==> config.mk <==
export PLATFORM = sky130hd
export DESIGN_NAME = keypad_press_classifier_menu_nav_core
export DESIGN_NICKNAME = d
export VERILOG_FILES = /design/src/design/kpc_pkg.sv /design/src/design/kpc_lane.sv /design/src/design/kpc_nav.sv /design/src/design/keypad_press_classifier_menu_nav_core.sv
export SDC_FILE = /design/constraint.sdc
export NUM_CORES = 1
export LEC_CHECK = 0
export BUFFER_PORTS_ARGS = -buffer_cell sky130_fd_sc_hd__buf_2
export CAP_MARGIN = 5
export CORE_MARGIN = 1.5
export CORE_UTILIZATION = 45
export CTS_CLUSTER_DIAMETER = 100
export DETAILED_ROUTE_END_ITERATION = 6
export PLACE_DENSITY_LB_ADDON = 0.05
export SLEW_MARGIN = 20
export SYNTH_ARGS = -nofsm -noshare
export SYNTH_HDL_FRONTEND = slang
export SYNTH_SLANG_ARGS = --single-unit
==> constraint.sdc <==
create_clock -name clk -period 7.3 [get_ports clk]
set_clock_uncertainty 0.1 [all_clocks]
set_input_delay 1.825 -clock clk [delete_from_list [all_inputs] [get_ports clk]]
set_output_delay 1.825 -clock clk [all_outputs]
set_load 0.005 [all_outputs]
==> src/design/kpc_pkg.sv <==
`timescale 1ns / 1ps
package kpc_pkg;

    localparam int BUTTON_COUNT = 6;

    localparam logic [7:0] PH_IDLE  = 8'd0;
    localparam logic [7:0] PH_LOCK  = 8'd100;
    localparam logic [7:0] PH_SHORT = 8'd201;
    localparam logic [7:0] PH_LONG  = 8'd202;

    localparam logic [7:0] CURSOR_TOP = 8'd254;

    localparam logic [1:0] REG_LONG_PRESS   = 2'd0;
    localparam logic [1:0] REG_RELEASE_HOLD = 2'd1;
    localparam logic [1:0] REG_LAST_SCREEN  = 2'd2;

    localparam logic signed [2:0] DELTA_NONE      = 3'sd0;
    localparam logic signed [2:0] DELTA_INC_SHORT = 3'sd1;
    localparam logic signed [2:0] DELTA_INC_LONG  = 3'sd2;
    localparam logic signed [2:0] DELTA_DEC_SHORT = -3'sd1;
    localparam logic signed [2:0] DELTA_DEC_LONG  = -3'sd2;

    typedef struct packed {
        logic short_hit;
        logic long_hit;
    } lane_evt_t;

    typedef struct packed {
        logic [BUTTON_COUNT-1:0] shorts;
        logic [BUTTON_COUNT-1:0] longs;
    } kpc_evt_t;

endpackage

==> src/design/kpc_lane.sv <==
`timescale 1ns / 1ps
module kpc_lane
    import kpc_pkg::*;
(
    input  logic       clk,
    input  logic       rst_n,
    input  logic       advance,
    input  logic       released,
    input  logic [6:0] long_press_ticks,
    input  logic [5:0] release_hold_ticks,
    output lane_evt_t  evt
);

    logic [7:0] phase_reg;
    logic [7:0] phase_next;
    logic [7:0] phase_adv;
    logic [7:0] phase_inc;
    logic [7:0] lock_end;

    assign phase_inc = phase_reg + 8'd1;
    assign lock_end  = PH_LOCK + {2'b00, release_hold_ticks};

    always_comb
    begin
        phase_adv = phase_reg;
        if (phase_reg < PH_LOCK)
        begin
            if (!released)
            begin
                phase_adv = phase_inc;
                if (phase_inc >= {1'b0, long_press_ticks})
                begin
                    phase_adv = PH_LONG;
                end
            end
            else if (phase_reg != PH_IDLE)
            begin
                phase_adv = PH_SHORT;
            end
        end
        else if ((phase_reg < PH_SHORT) && released)
        begin
            phase_adv = phase_inc;
            if (phase_inc >= lock_end)
            begin
                phase_adv = PH_IDLE;
            end
        end
    end

    assign evt.short_hit = (phase_adv == PH_SHORT);
    assign evt.long_hit  = (phase_adv == PH_LONG);

    // event released: enter lockout
    assign phase_next = (released && (phase_adv >= PH_SHORT)) ? PH_LOCK : phase_adv;

    always_ff @(posedge clk or negedge rst_n)
    begin
        if (!rst_n)
        begin
            phase_reg <= PH_IDLE;
        end
        else if (advance)
        begin
            phase_reg <= phase_next;
        end
    end

endmodule

==> src/design/kpc_nav.sv <==
`timescale 1ns / 1ps
module kpc_nav
    import kpc_pkg::*;
(
    input  logic              clk,
    input  logic              rst_n,
    input  logic              advance,
    input  kpc_evt_t          evt,
    input  logic [2:0]        last_screen,
    output logic signed [2:0] value_delta,
    output logic [7:0]        cursor_next,
    output logic [2:0]        screen_next
);

    logic [7:0] cursor_reg;
    logic [2:0] screen_reg;
    logic [BUTTON_COUNT-1:0] hits;
    logic [7:0] cursor_dn;
    logic [7:0] cursor_up;
    logic [2:0] screen_bk;

    assign hits = evt.shorts | evt.longs;

    always_comb
    begin
        value_delta = DELTA_NONE;
        if (evt.shorts[0])
        begin
            value_delta = DELTA_INC_SHORT;
        end
        if (evt.longs[0])
        begin
            value_delta = DELTA_INC_LONG;
        end
        if (evt.shorts[1])
        begin
            value_delta = DELTA_DEC_SHORT;
        end
        if (evt.longs[1])
        begin
            value_delta = DELTA_DEC_LONG;
        end
    end

    always_comb
    begin
        cursor_dn = cursor_reg;
        if (hits[2] && (cursor_reg != 8'd0))
        begin
            cursor_dn = cursor_reg - 8'd1;
        end
        cursor_up = cursor_dn;
        if (hits[3])
        begin
            cursor_up = (cursor_dn >= CURSOR_TOP) ? 8'd0 : cursor_dn + 8'd1;
        end
        cursor_next = (evt.shorts[4] || evt.shorts[5]) ? 8'd0 : cursor_up;

        screen_bk = screen_reg;
        if (evt.shorts[4] && (screen_reg != 3'd0))
        begin
            screen_bk = screen_reg - 3'd1;
        end
        screen_next = screen_bk;
        if (evt.shorts[5])
        begin
            screen_next = (screen_bk >= last_screen) ? 3'd0 : screen_bk + 3'd1;
        end
    end

    always_ff @(posedge clk or negedge rst_n)
    begin
        if (!rst_n)
        begin
            cursor_reg <= 8'd0;
            screen_reg <= 3'd0;
        end
        else if (advance)
        begin
            cursor_reg <= cursor_next;
            screen_reg <= screen_next;
        end
    end

endmodule

==> src/design/keypad_press_classifier_menu_nav_core.sv <==
`timescale 1ns / 1ps
// Keypad press classifier with menu navigation.
// s_axis carries one scan tick per transfer: six active-low button levels.
// m_axis returns one result per tick: short and long event masks, value
// delta, cursor position and screen number after that tick.
// cfg writes long_press_ticks (0), release_hold_ticks (1), last_screen (2);
// other indexes are ignored. cfg_ready is always high; write only when idle.
// Six button lanes each run a phase counter in parallel; a merge stage turns
// their events into delta, cursor and screen in the same cycle.
// The result is registered and valid in the cycle after the input transfer.
// Throughput: one tick per cycle while m_axis_tready is high, set by the single
// output register; a new tick is taken while the previous result is being taken.
// Receiver stall: the output register holds its result and s_axis_tready
// drops until m_axis_tready returns, so no tick is lost or repeated.
// Reset: all phases idle, cursor and screen zero, registers at 10 / 3 / 2,
// output empty.
module keypad_press_classifier_menu_nav_core
    import kpc_pkg::*;
(
    input  logic        clk,
    input  logic        rst_n,
    input  logic        s_axis_tvalid,
    output logic        s_axis_tready,
    input  logic [7:0]  s_axis_tdata,   // [5:0] button_levels, [7:6] zero
    output logic        m_axis_tvalid,
    input  logic        m_axis_tready,
    output logic [31:0] m_axis_tdata,   // [5:0] short_events, [11:6] long_events,
                                        // [14:12] value_delta, [22:15] cursor_position,
                                        // [25:23] screen_number, [31:26] zero
    input  logic        cfg_valid,
    output logic        cfg_ready,
    input  logic [1:0]  cfg_index,
    input  logic [6:0]  cfg_data
);

    logic [6:0] long_press_ticks_reg;
    logic [5:0] release_hold_ticks_reg;
    logic [2:0] last_screen_reg;

    logic        out_valid_reg;
    logic [25:0] out_data_reg;

    logic                    in_xfer;
    logic [BUTTON_COUNT-1:0] button_levels;
    kpc_evt_t                evt;
    logic signed [2:0]       value_delta;
    logic [7:0]              cursor_next;
    logic [2:0]              screen_next;

    assign cfg_ready     = 1'b1;
    assign s_axis_tready = !out_valid_reg || m_axis_tready;
    assign in_xfer       = s_axis_tvalid && s_axis_tready;
    assign button_levels = s_axis_tdata[BUTTON_COUNT-1:0];

    always_ff @(posedge clk or negedge rst_n)
    begin
        if (!rst_n)
        begin
            long_press_ticks_reg   <= 7'd10;
            release_hold_ticks_reg <= 6'd3;
            last_screen_reg        <= 3'd2;
        end
        else if (cfg_valid)
        begin
            case (cfg_index)
                REG_LONG_PRESS:   long_press_ticks_reg   <= cfg_data;
                REG_RELEASE_HOLD: release_hold_ticks_reg <= cfg_data[5:0];
                REG_LAST_SCREEN:  last_screen_reg        <= cfg_data[2:0];
                default:          ;
            endcase
        end
    end

    genvar gi;
    generate
        for (gi = 0; gi < BUTTON_COUNT; gi++)
        begin : g_lane
            lane_evt_t lane_evt;

            kpc_lane u_lane (
                .clk                (clk),
                .rst_n              (rst_n),
                .advance            (in_xfer),
                .released           (button_levels[gi]),
                .long_press_ticks   (long_press_ticks_reg),
                .release_hold_ticks (release_hold_ticks_reg),
                .evt                (lane_evt)
            );

            assign evt.shorts[gi] = lane_evt.short_hit;
            assign evt.longs[gi]  = lane_evt.long_hit;
        end
    endgenerate

    kpc_nav u_nav (
        .clk         (clk),
        .rst_n       (rst_n),
        .advance     (in_xfer),
        .evt         (evt),
        .last_screen (last_screen_reg),
        .value_delta (value_delta),
        .cursor_next (cursor_next),
        .screen_next (screen_next)
    );

    always_ff @(posedge clk or negedge rst_n)
    begin
        if (!rst_n)
        begin
            out_valid_reg <= 1'b0;
        end
        else if (s_axis_tready)
        begin
            out_valid_reg <= s_axis_tvalid;
        end
    end

    always_ff @(posedge clk)
    begin
        if (in_xfer)
        begin
            out_data_reg <= {screen_next, cursor_next, value_delta, evt.longs, evt.shorts};
        end
    end

    assign m_axis_tvalid = out_valid_reg;
    assign m_axis_tdata  = {6'd0, out_data_reg};

endmodule

==> results of run 1 <==
-- final timing paths --
| path | cells after the start | slack, ps | endpoint |
|---|---|---|---|
| min in group asynchronous | 1 | 1250 | g_lane[4].u_lane.phase_reg[5]$_DFFE_PN0P_ |
| max | 25 | 1110 | u_nav.cursor_reg[2]$_DFFE_PN0P_ |
| max reg2reg | 25 | 1110 | u_nav.cursor_reg[2]$_DFFE_PN0P_ |
| min | 1 | 420 | last_screen_reg[2]$_DFFE_PN0P_ |
| min reg2reg | 1 | 420 | last_screen_reg[2]$_DFFE_PN0P_ |
| max in group asynchronous | 2 | 4720 | g_lane[5].u_lane.phase_reg[5]$_DFFE_PN0P_ |
-- cells by family after synthesis --
logic type,Yosys count,share of synthesized area
simple gates,430,0.216
other cells,2,0.000740
xor+xnor,47,0.0420
buf+inv,125,0.0528
fa+ha+maj,116,0.143
compound gates,378,0.261
mux,18,0.0195
flops,102,0.265
-- placed cells by master (no fill, tap or decap), types with 7 or more instances in the layout --
master	instances
o31ai_1	11
or3_1	9
a31oi_1	16
o21a_1	12
xor2_1	14
a211o_1	8
o21ai_1	12
buf_2	46
a211oi_1	17
dfrtp_1	71
a21o_1	32
mux2_2	14
and3_1	13
nor2b_1	13
ha_1	116
nand4_1	11
o21ai_0	75
a21oi_1	68
conb_1	7
and2_1	10
inv_1	60
nor3_1	22
nor4_1	12
o211ai_1	16
nand2b_1	32
or2_2	12
nand2_1	119
o22ai_1	16
xnor2_1	31
clkbuf_16	9
nand3_1	48
buf_4	10
nor2_1	83
edfxtp_1	26
-- power by group through the flow --
stage / Sequential (mW) / Combinational [mW] / Clock, mW
after floorplan: 0.931 / 2.56 / 0
after global placement: 1.16 / 3.05 / 0
after detailed placement: 1.15 / 3.08 / 0
after CTS: 1.15 / 3.10 / 0.478
after global routing: 1.20 / 3.52 / 0.503
final: 1.15 / 3.11 / 0.460
-- cell type report --
cell class                 count  share of cell area
antenna                        1            0.000232
inverter                      63              0.0219
clock inverter                 6             0.00359
tap                          280              0.0324
sequential                   102               0.249
multi-input combinational    996               0.643
timing repair buffer          56              0.0283
clock buffer                  10              0.0212
-- critical path, cell delays in order (launching register included) --
cell,delay (ps)
dfrtp_1,590
ha_1,260
nand3_1,150
or2_2,360
xnor2_1,340
ha_1,320
a21o_1,180
a21oi_1,130
o31a_1,260
a221oi_1,130
a311o_2,380
nor2_1,140
nand4_1,290
nor3_1,350
buf_4,230
nor2_1,50
a21oi_1,170
ha_1,220
nand2b_1,130
nand2b_1,60
nor4_1,220
a211oi_2,140
o41ai_4,210
buf_4,270
nor4_1,90
a211o_1,290
-- stage by stage --
stage / hold WS [ps] / setup WS, ps
floorplan: 379 / 1900
global placement: 393 / 1210
detailed placement: 406 / 1150
CTS: 425 / 1100
global route: 449 / 556
finish: 421 / 1110
-- routing by layer --
metal | global-route usage | routed length (µm) | vias to the layer above
met4 | 0.0644 | 418 | 0
met5 | 0 | 0 | -
li1 | - | - | 4544
met2 | 0.380 | 12800 | 271
met1 | 0.332 | 13100 | 4300
met3 | 0.0247 | 1120 | 30
==> impl_metrics.toml, run 1 <==
[detailed_routing]
wl_per_cell_um = 18.1
drtIter0Drc = 406
via_count = 9145
vias_per_cell = 6.04
drc_errors = 12
ant_nets = 0
drt-total-wl_um = 27400
dr.pass1.iters = 7

[worst_setup_path]
crit_type = "flop to flop"
end_kind = "flop"
startpoint = "g_lane[2].u_lane.phase_reg[0]$_DFFE_PN0P_"
start_kind = "flop"
r2r_start = "g_lane[2].u_lane.phase_reg[0]$_DFFE_PN0P_"
arrival_ps = 6330
critPathRequiredTime_ps = 7440
crit_fanout = 17

[synth]
synth_cells = 1218
seq_area_frac_synth = 0.265
synth_seq_cells = 102
synthArstFlopShare = 0.745
synth_top_area_frac = 0.175
ys_top_cells_by_count = "nand2_1, ha_1, nor2_1, o21ai_0, dfrtp_1"
synthTopCellsByArea = "dfrtp_1, ha_1, edfxtp_1, nand2_1, o21ai_0"
synthFlopType = "dfrtp_1"
synth.distinct_cells = 101
syn_area_um2 = 10200
ys.warnings.count = 0
synth.most_common_cell = "nand2_1"
yosysTopAreaCell = "dfrtp_1"
avgSynthCellArea_um2 = 8.33
synth_edf_count = 26

[outcome]
violations = "design-rule violations"
status = "finished with violations"

[clock_tree]
htree_levels = 3
clock_latency_ps = 360
clkTransAtPathRegs_ps = 80
clk_path_buf_depth = 2
cts_inserted_buffers = 9
ctsRootBufferMaster = "clkbuf_16"
post-cts-setup-buffers = 0
hold_buffers = 0
cts_resized = 0
clkSinkCount = 102
tritoncts = "yes"

[timing]
slew_violations = 0
hold_viol_final = 0
rsz0062_at_grt = "no"
tightestPinTransition_ps = 944
slew_headroom = 0.367
setup_violations = 0
setup_tns_ps = 0
fmax_mhz = 162
post-route-min-period_ps = 6190
post-route-period-util = 0.848

[floorplan]
core-area_um2 = 22000
fp.dieW_um = 153
dieHeight_um = 153
num_rows = 54
die_area_um2 = 23500
design.portCount = 57
initial_utilization = 0.462

[min_path]
hold_start = "last_screen_reg[2]$_DFFE_PN0P_"
hold_class = "flop to flop"

[power]
sw_frac_of_total = 0.516
power_switching_mw = 2.44
share_comb_of_total_power = 0.659
p_leak_nw = 4.74
p_total_mw = 4.72
power_density_nw_per_um2 = 437
p_seq_frac = 0.244
peakVddDrop_mv = 0.193
power_frac_clock = 0.097
p_int_mw = 2.29

[global_route]
grt_pass1_wl_um = 44900
grt_overflow_total = 0
grt_use_total = 0.235
grt_max_degree = 58
antenna_found_initial = 0
first_global_vias = 8387

[cells_and_area]
layout-drive-gt1-share = 0.113
seq_area_um2 = 2690
multiInputGateArea_um2 = 6950
fin_util = 0.492
area_growth_pct = 6.38
fillerInstances = 2109
fin_area_um2 = 10800
largest_reg_flops = 48
stdcell_count = 1514
num-nets-final = 1366

[placed_design]
dpl_cell_area_um2 = 10500
dpl.hpwl_um = 20100
io_buffers = 47
placed_cells_incl_taps = 1497
gp_congestion = 0.891

[run]
cap_violations = 0
No activity file was read; power rests on OpenSTA's default activity.
==> run 2, diff against run 1 <==
==> constraint.sdc (replaced) <==
create_clock -name clk -period 5.4 [get_ports clk]
set_clock_uncertainty 0.1 [all_clocks]
set_input_delay 1.35 -clock clk [delete_from_list [all_inputs] [get_ports clk]]
set_output_delay 1.35 -clock clk [all_outputs]
set_load 0.005 [all_outputs]
==> impl_metrics.toml, run 2 (same netlist as run 1, synthesis figures left out) <==
[outcome]
status = "finished with violations"
violations = "design-rule violations"

[worst_setup_path]
critPathRequiredTime_ps = 5550
crit_type = "flop to flop"
end_kind = "flop"
arrival_ps = 5330
crit_fanout = 5
reg2reg_slack_ps = 220
start_kind = "flop"

[global_route]
antenna_found_initial = 0
first_global_vias = 8955
grt_overflow_total = 0
grt_pass1_wl_um = 46900
grt_max_degree = 53
grt_use_total = 0.248

[clock_tree]
clock_latency_ps = 360
clk_path_buf_depth = 2
tritoncts = "yes"
clkTransAtPathRegs_ps = 70
clkSinkCount = 102
hold_buffers = 0
htree_levels = 3
ctsRootBufferMaster = "clkbuf_16"
cts_inserted_buffers = 9

[floorplan]
fp.dieW_um = 153
design.portCount = 57
dieHeight_um = 153
num_rows = 54
initial_utilization = 0.462
core-area_um2 = 22000
die_area_um2 = 23500

[power]
power_frac_clock = 0.095
power_density_nw_per_um2 = 612
p_leak_nw = 5.17
peakVddDrop_mv = 0.277
p_int_mw = 3.59
sw_frac_of_total = 0.496
share_comb_of_total_power = 0.697
power_switching_mw = 3.53
p_seq_frac = 0.208

[detailed_routing]
via_count = 9446
drc_errors = 6
ant_nets = 0
drtIter0Drc = 463
vias_per_cell = 5.97
drt-total-wl_um = 28600
dr.pass1.iters = 7
wl_per_cell_um = 18.1

[timing]
setup_tns_ps = 0
fmax_mhz = 193
post-route-period-util = 0.959
hold_viol_final = 0
setup_violations = 0
post-route-min-period_ps = 5180
slew_headroom = 0.499
tightestPinTransition_ps = 747
slew_violations = 0

[run]
cap_violations = 0

[cells_and_area]
fin_area_um2 = 11600
largest_reg_flops = 48
area_growth_pct = 14.5
num-nets-final = 1434
fin_util = 0.529
layout-drive-gt1-share = 0.187
layout_common_cells = "nand2_1, ha_1, nor2_1"
antenna_cells = 0
final_common_cell = "nand2_1"

[placed_design]
dpl.hpwl_um = 21100
io_buffers = 47
gp_congestion = 0.959
dpl_cell_area_um2 = 11000

[min_path]
hold_class = "flop to flop"
[run 2: changes by cell type in the layout (fill, tap and decap cells not counted), moves of 3 or more]
| cell | delta |
|---|---|
| a21oi_1 | -4 |
| a21oi_2 | +3 |
| buf_4 | +63 |
| buf_6 | +5 |
| ha_1 | -4 |
| ha_4 | +3 |
| xnor2_1 | -6 |
| xnor2_2 | +5 |
[run 2: metal layers]
layer / vias up / track usage / share of wire
li1: 4686 / - / -
met4: 0 / 0.0696 / 0.017
met2: 240 / 0.408 / 0.47
met1: 4483 / 0.345 / 0.47
met5: - / 0 / 0
met3: 37 / 0.0278 / 0.041
[run 2: area by class of cell]
type / count / area [µm²]
Fill cell: 2106 / 10300
Multi-Input combinational cell: 996 / 7220
Sequential cell: 102 / 2690
Timing Repair Buffer: 124 / 835
Tap cell: 280 / 350
Inverter: 63 / 236
Clock buffer: 10 / 229
Clock inverter: 6 / 61.3
[run 2: through the flow]
stage	instances	hold WS, ps	total power [mW]	setup slack [ps]
final	1581	410	7.12	223
after global routing	1581	434	7.84	-69.6
after detailed placement	1555	393	6.06	13.4
after global placement	1555	392	6.02	22.6
after CTS	1571	411	6.77	83.9
after floorplan	1223	379	4.72	21.5
[run 2: critical path, stage by stage, from the launching register on]
cell	delay (ps)
dfrtp_1	410
buf_6	140
nand2_4	70
or3_4	420
xnor2_4	170
ha_4	260
nand3_1	70
o31a_1	320
buf_6	150
nand2_8	80
o22ai_2	100
a311oi_2	330
nand4_1	190
nor3_2	150
buf_4	180
nor2_1	60
a21oi_2	140
ha_2	220
nand2b_4	150
nand2b_4	60
nor4_4	210
a211oi_2	130
o41ai_4	400
buf_4	220
nor3b_1	60
a211o_1	260
[run 2: power groups by stage]
| stage | registers [mW] | clock network [mW] | logic (mW) |
|---|---|---|---|
| 2_1_floorplan | 1.26 | 0 | 3.46 |
| 3_3_place_gp | 1.47 | 0 | 4.55 |
| 3_5_place_dp | 1.47 | 0 | 4.59 |
| 4_1_cts | 1.46 | 0.693 | 4.62 |
| 5_1_grt | 1.53 | 0.724 | 5.58 |
| 6_report | 1.48 | 0.674 | 4.96 |
[run 2: repair_timing]
action                                 in CTS  in global routing
resized for setup                           1                 53
pin swaps                                   0                 22
endpoints found under the hold margin       0                  0
setup buffers                               0                 10
setup endpoints to repair                   4                 22
[run 2: path summary, 6_finish.rpt]
check / from / endpoint / cells after the start
max: g_lane[2].u_lane.phase_reg[1]$_DFFE_PN0P_ / u_nav.cursor_reg[2]$_DFFE_PN0P_ / 25
min: last_screen_reg[2]$_DFFE_PN0P_ / last_screen_reg[2]$_DFFE_PN0P_ / 1
max reg2reg: g_lane[2].u_lane.phase_reg[1]$_DFFE_PN0P_ / u_nav.cursor_reg[2]$_DFFE_PN0P_ / 25
min reg2reg: last_screen_reg[2]$_DFFE_PN0P_ / last_screen_reg[2]$_DFFE_PN0P_ / 1
max in group asynchronous: rst_n / long_press_ticks_reg[1]$_DFFE_PN1P_ / 2
min in group asynchronous: rst_n / g_lane[0].u_lane.phase_reg[5]$_DFFE_PN0P_ / 1
==> run 3, diff against run 2 <==
--- a/config.mk
+++ b/config.mk
@@ -11,7 +11,7 @@
 export CORE_UTILIZATION = 45
 export CTS_CLUSTER_DIAMETER = 100
 export DETAILED_ROUTE_END_ITERATION = 6
-export PLACE_DENSITY_LB_ADDON = 0.05
+export PLACE_DENSITY = 0.61
 export SLEW_MARGIN = 20
 export SYNTH_ARGS = -nofsm -noshare
 export SYNTH_HDL_FRONTEND = slang
==> impl_metrics.toml, run 3 (same netlist as run 1, synthesis figures left out) <==
[global_route]
grt_use_total = 0.237
grt.busiest_layer = "met2"
grt_max_degree = 53
grt_use_met1 = 0.326
use_met3 = 0.0292
grt_overflow_total = 0
antenna_found_initial = 2
grt_pass1_wl_um = 45500
first_global_vias = 8863
use_met2 = 0.394

[worst_setup_path]
cpPeakStageDelay_ps = 400
reg2reg_to = "u_nav.cursor_reg[2]$_DFFE_PN0P_"
crit_fanout = 7
crit_path_end = "u_nav.cursor_reg[2]$_DFFE_PN0P_"
reg2reg_depth = 25
reg2reg_slack_ps = 250
arrival_ps = 5290
cp_slowest_cell = "dfrtp_1"
crit_type = "flop to flop"
critPathRequiredTime_ps = 5530
start_kind = "flop"
r2r_start = "g_lane[2].u_lane.phase_reg[0]$_DFFE_PN0P_"
end_kind = "flop"
startpoint = "g_lane[2].u_lane.phase_reg[0]$_DFFE_PN0P_"

[placed_design]
io_buffers = 47
gp_congestion = 0.923
dpl_cell_area_um2 = 10900
dpl.hpwl_um = 20200
placed_cells_incl_taps = 1540
place_ws_ps = 31.7

[run]
cap_violations = 0

[timing]
holdWs_ps = 415
post-route-period-util = 0.955
setup_violations = 0
fmax_mhz = 194
tightestPinTransition_ps = 858
setup_tns_ps = 0
fin_ws_ps = 245
hold_viol_final = 0
slew_headroom = 0.424
post-route-min-period_ps = 5150
slew_violations = 0

[cells_and_area]
largest_reg_flops = 48
num-nets-final = 1425
multiInputGateArea_um2 = 7160
seq_area_um2 = 2690
layout_common_cells = "nand2_1, ha_1, nor2_1"
area_growth_pct = 13.4
fillerInstances = 2055
layout-drive-gt1-share = 0.179
final_common_cell = "nand2_1"
stdcell_count = 1573
fin_area_um2 = 11500

[power]
p_leak_nw = 5.11
peakVddDrop_mv = 0.255
power_density_nw_per_um2 = 614

[floorplan]
core-area_um2 = 22000
initial_utilization = 0.462
design.portCount = 57
die_area_um2 = 23500
dieHeight_um = 153
fp.dieW_um = 153
num_rows = 54

[clock_tree]
clkTransAtPathRegs_ps = 80
cts_inserted_buffers = 9
htree_levels = 3
ctsRootBufferMaster = "clkbuf_16"
clock_latency_ps = 360
clk_path_buf_depth = 2
clkSinkCount = 102
tritoncts = "yes"

[detailed_routing]
via_count = 9399
ant_nets = 0
drtIter0Drc = 476
vias_per_cell = 5.98
drc_errors = 4
wl_per_cell_um = 17.6
drt-total-wl_um = 27600
dr.pass1.iters = 7

[min_path]
hold_class = "flop to flop"
hold-path-cell-count = 1

[outcome]
violations = "design-rule violations"
status = "finished with violations"
[run 3: cell types whose count changed in the layout (fill, tap and decap cells not counted), sizes merged]
cell	delta
clkbuf	+2
buf	-9
clkinv	-2
diode	+1
[run 3: layout make-up]
type | instances | area share
Timing Repair Buffer | 115 | 0.0654
Antenna cell | 1 | 0.000217
Inverter | 63 | 0.0205
Multi-Input combinational cell | 996 | 0.622
Tap cell | 280 | 0.0304
Sequential cell | 102 | 0.234
Clock inverter | 4 | 0.00457
Clock buffer | 12 | 0.0233
[run 3: routing by layer]
layer  up-vias  share of wire
li1       4661              -
met1      4446           0.47
met2       260           0.47
met3        30          0.043
met4         2          0.013
met5         -        0.00047
[run 3: how the worst min path moves through the flow]
stage,to,start,slack (ps)
final,last_screen_reg[2]$_DFFE_PN0P_,last_screen_reg[2]$_DFFE_PN0P_,410
after global routing,last_screen_reg[2]$_DFFE_PN0P_,last_screen_reg[2]$_DFFE_PN0P_,440
after CTS,last_screen_reg[2]$_DFFE_PN0P_,last_screen_reg[2]$_DFFE_PN0P_,420
after detailed placement,last_screen_reg[2]$_DFFE_PN0P_,last_screen_reg[2]$_DFFE_PN0P_,400
after global placement,last_screen_reg[2]$_DFFE_PN0P_,last_screen_reg[2]$_DFFE_PN0P_,390
after floorplan,last_screen_reg[2]$_DFFE_PN0P_,last_screen_reg[2]$_DFFE_PN0P_,380
[run 3: stage by stage]
| step | power, mW | util |
|---|---|---|
| global route | 7.72 | 0.524 |
| detailed placement | 5.93 | 0.494 |
| CTS | 6.70 | 0.509 |
| floorplan | 4.72 | - |
| global placement | 5.88 | 0.494 |
| finish | 7.06 | 0.524 |
[run 3: critical path: cells and delay by family (launching register included)]
family	cells	cell delay, ps
compound gates	9	1840
simple gates	9	1270
fa+ha+maj	3	640
flops	1	400
xor+xnor	2	400
buf+inv	2	370
[run 3: power breakdown]
| part | switching, mW | internal, mW | total (mW) |
|---|---|---|---|
| clock network | 0.308 | 0.403 | 0.711 |
| registers | 0.418 | 1.08 | 1.50 |
| logic | 2.76 | 2.10 | 4.86 |
| total | 3.49 | 3.58 | 7.06 |
[run 3: repair_timing]
action / in CTS / in global routing
hold buffers: 0 / 0
resized for setup: 2 / 42
cloned: 0 / 1
setup buffers: 0 / 15
pin swaps: 0 / 16
endpoints found under the setup margin: 5 / 22
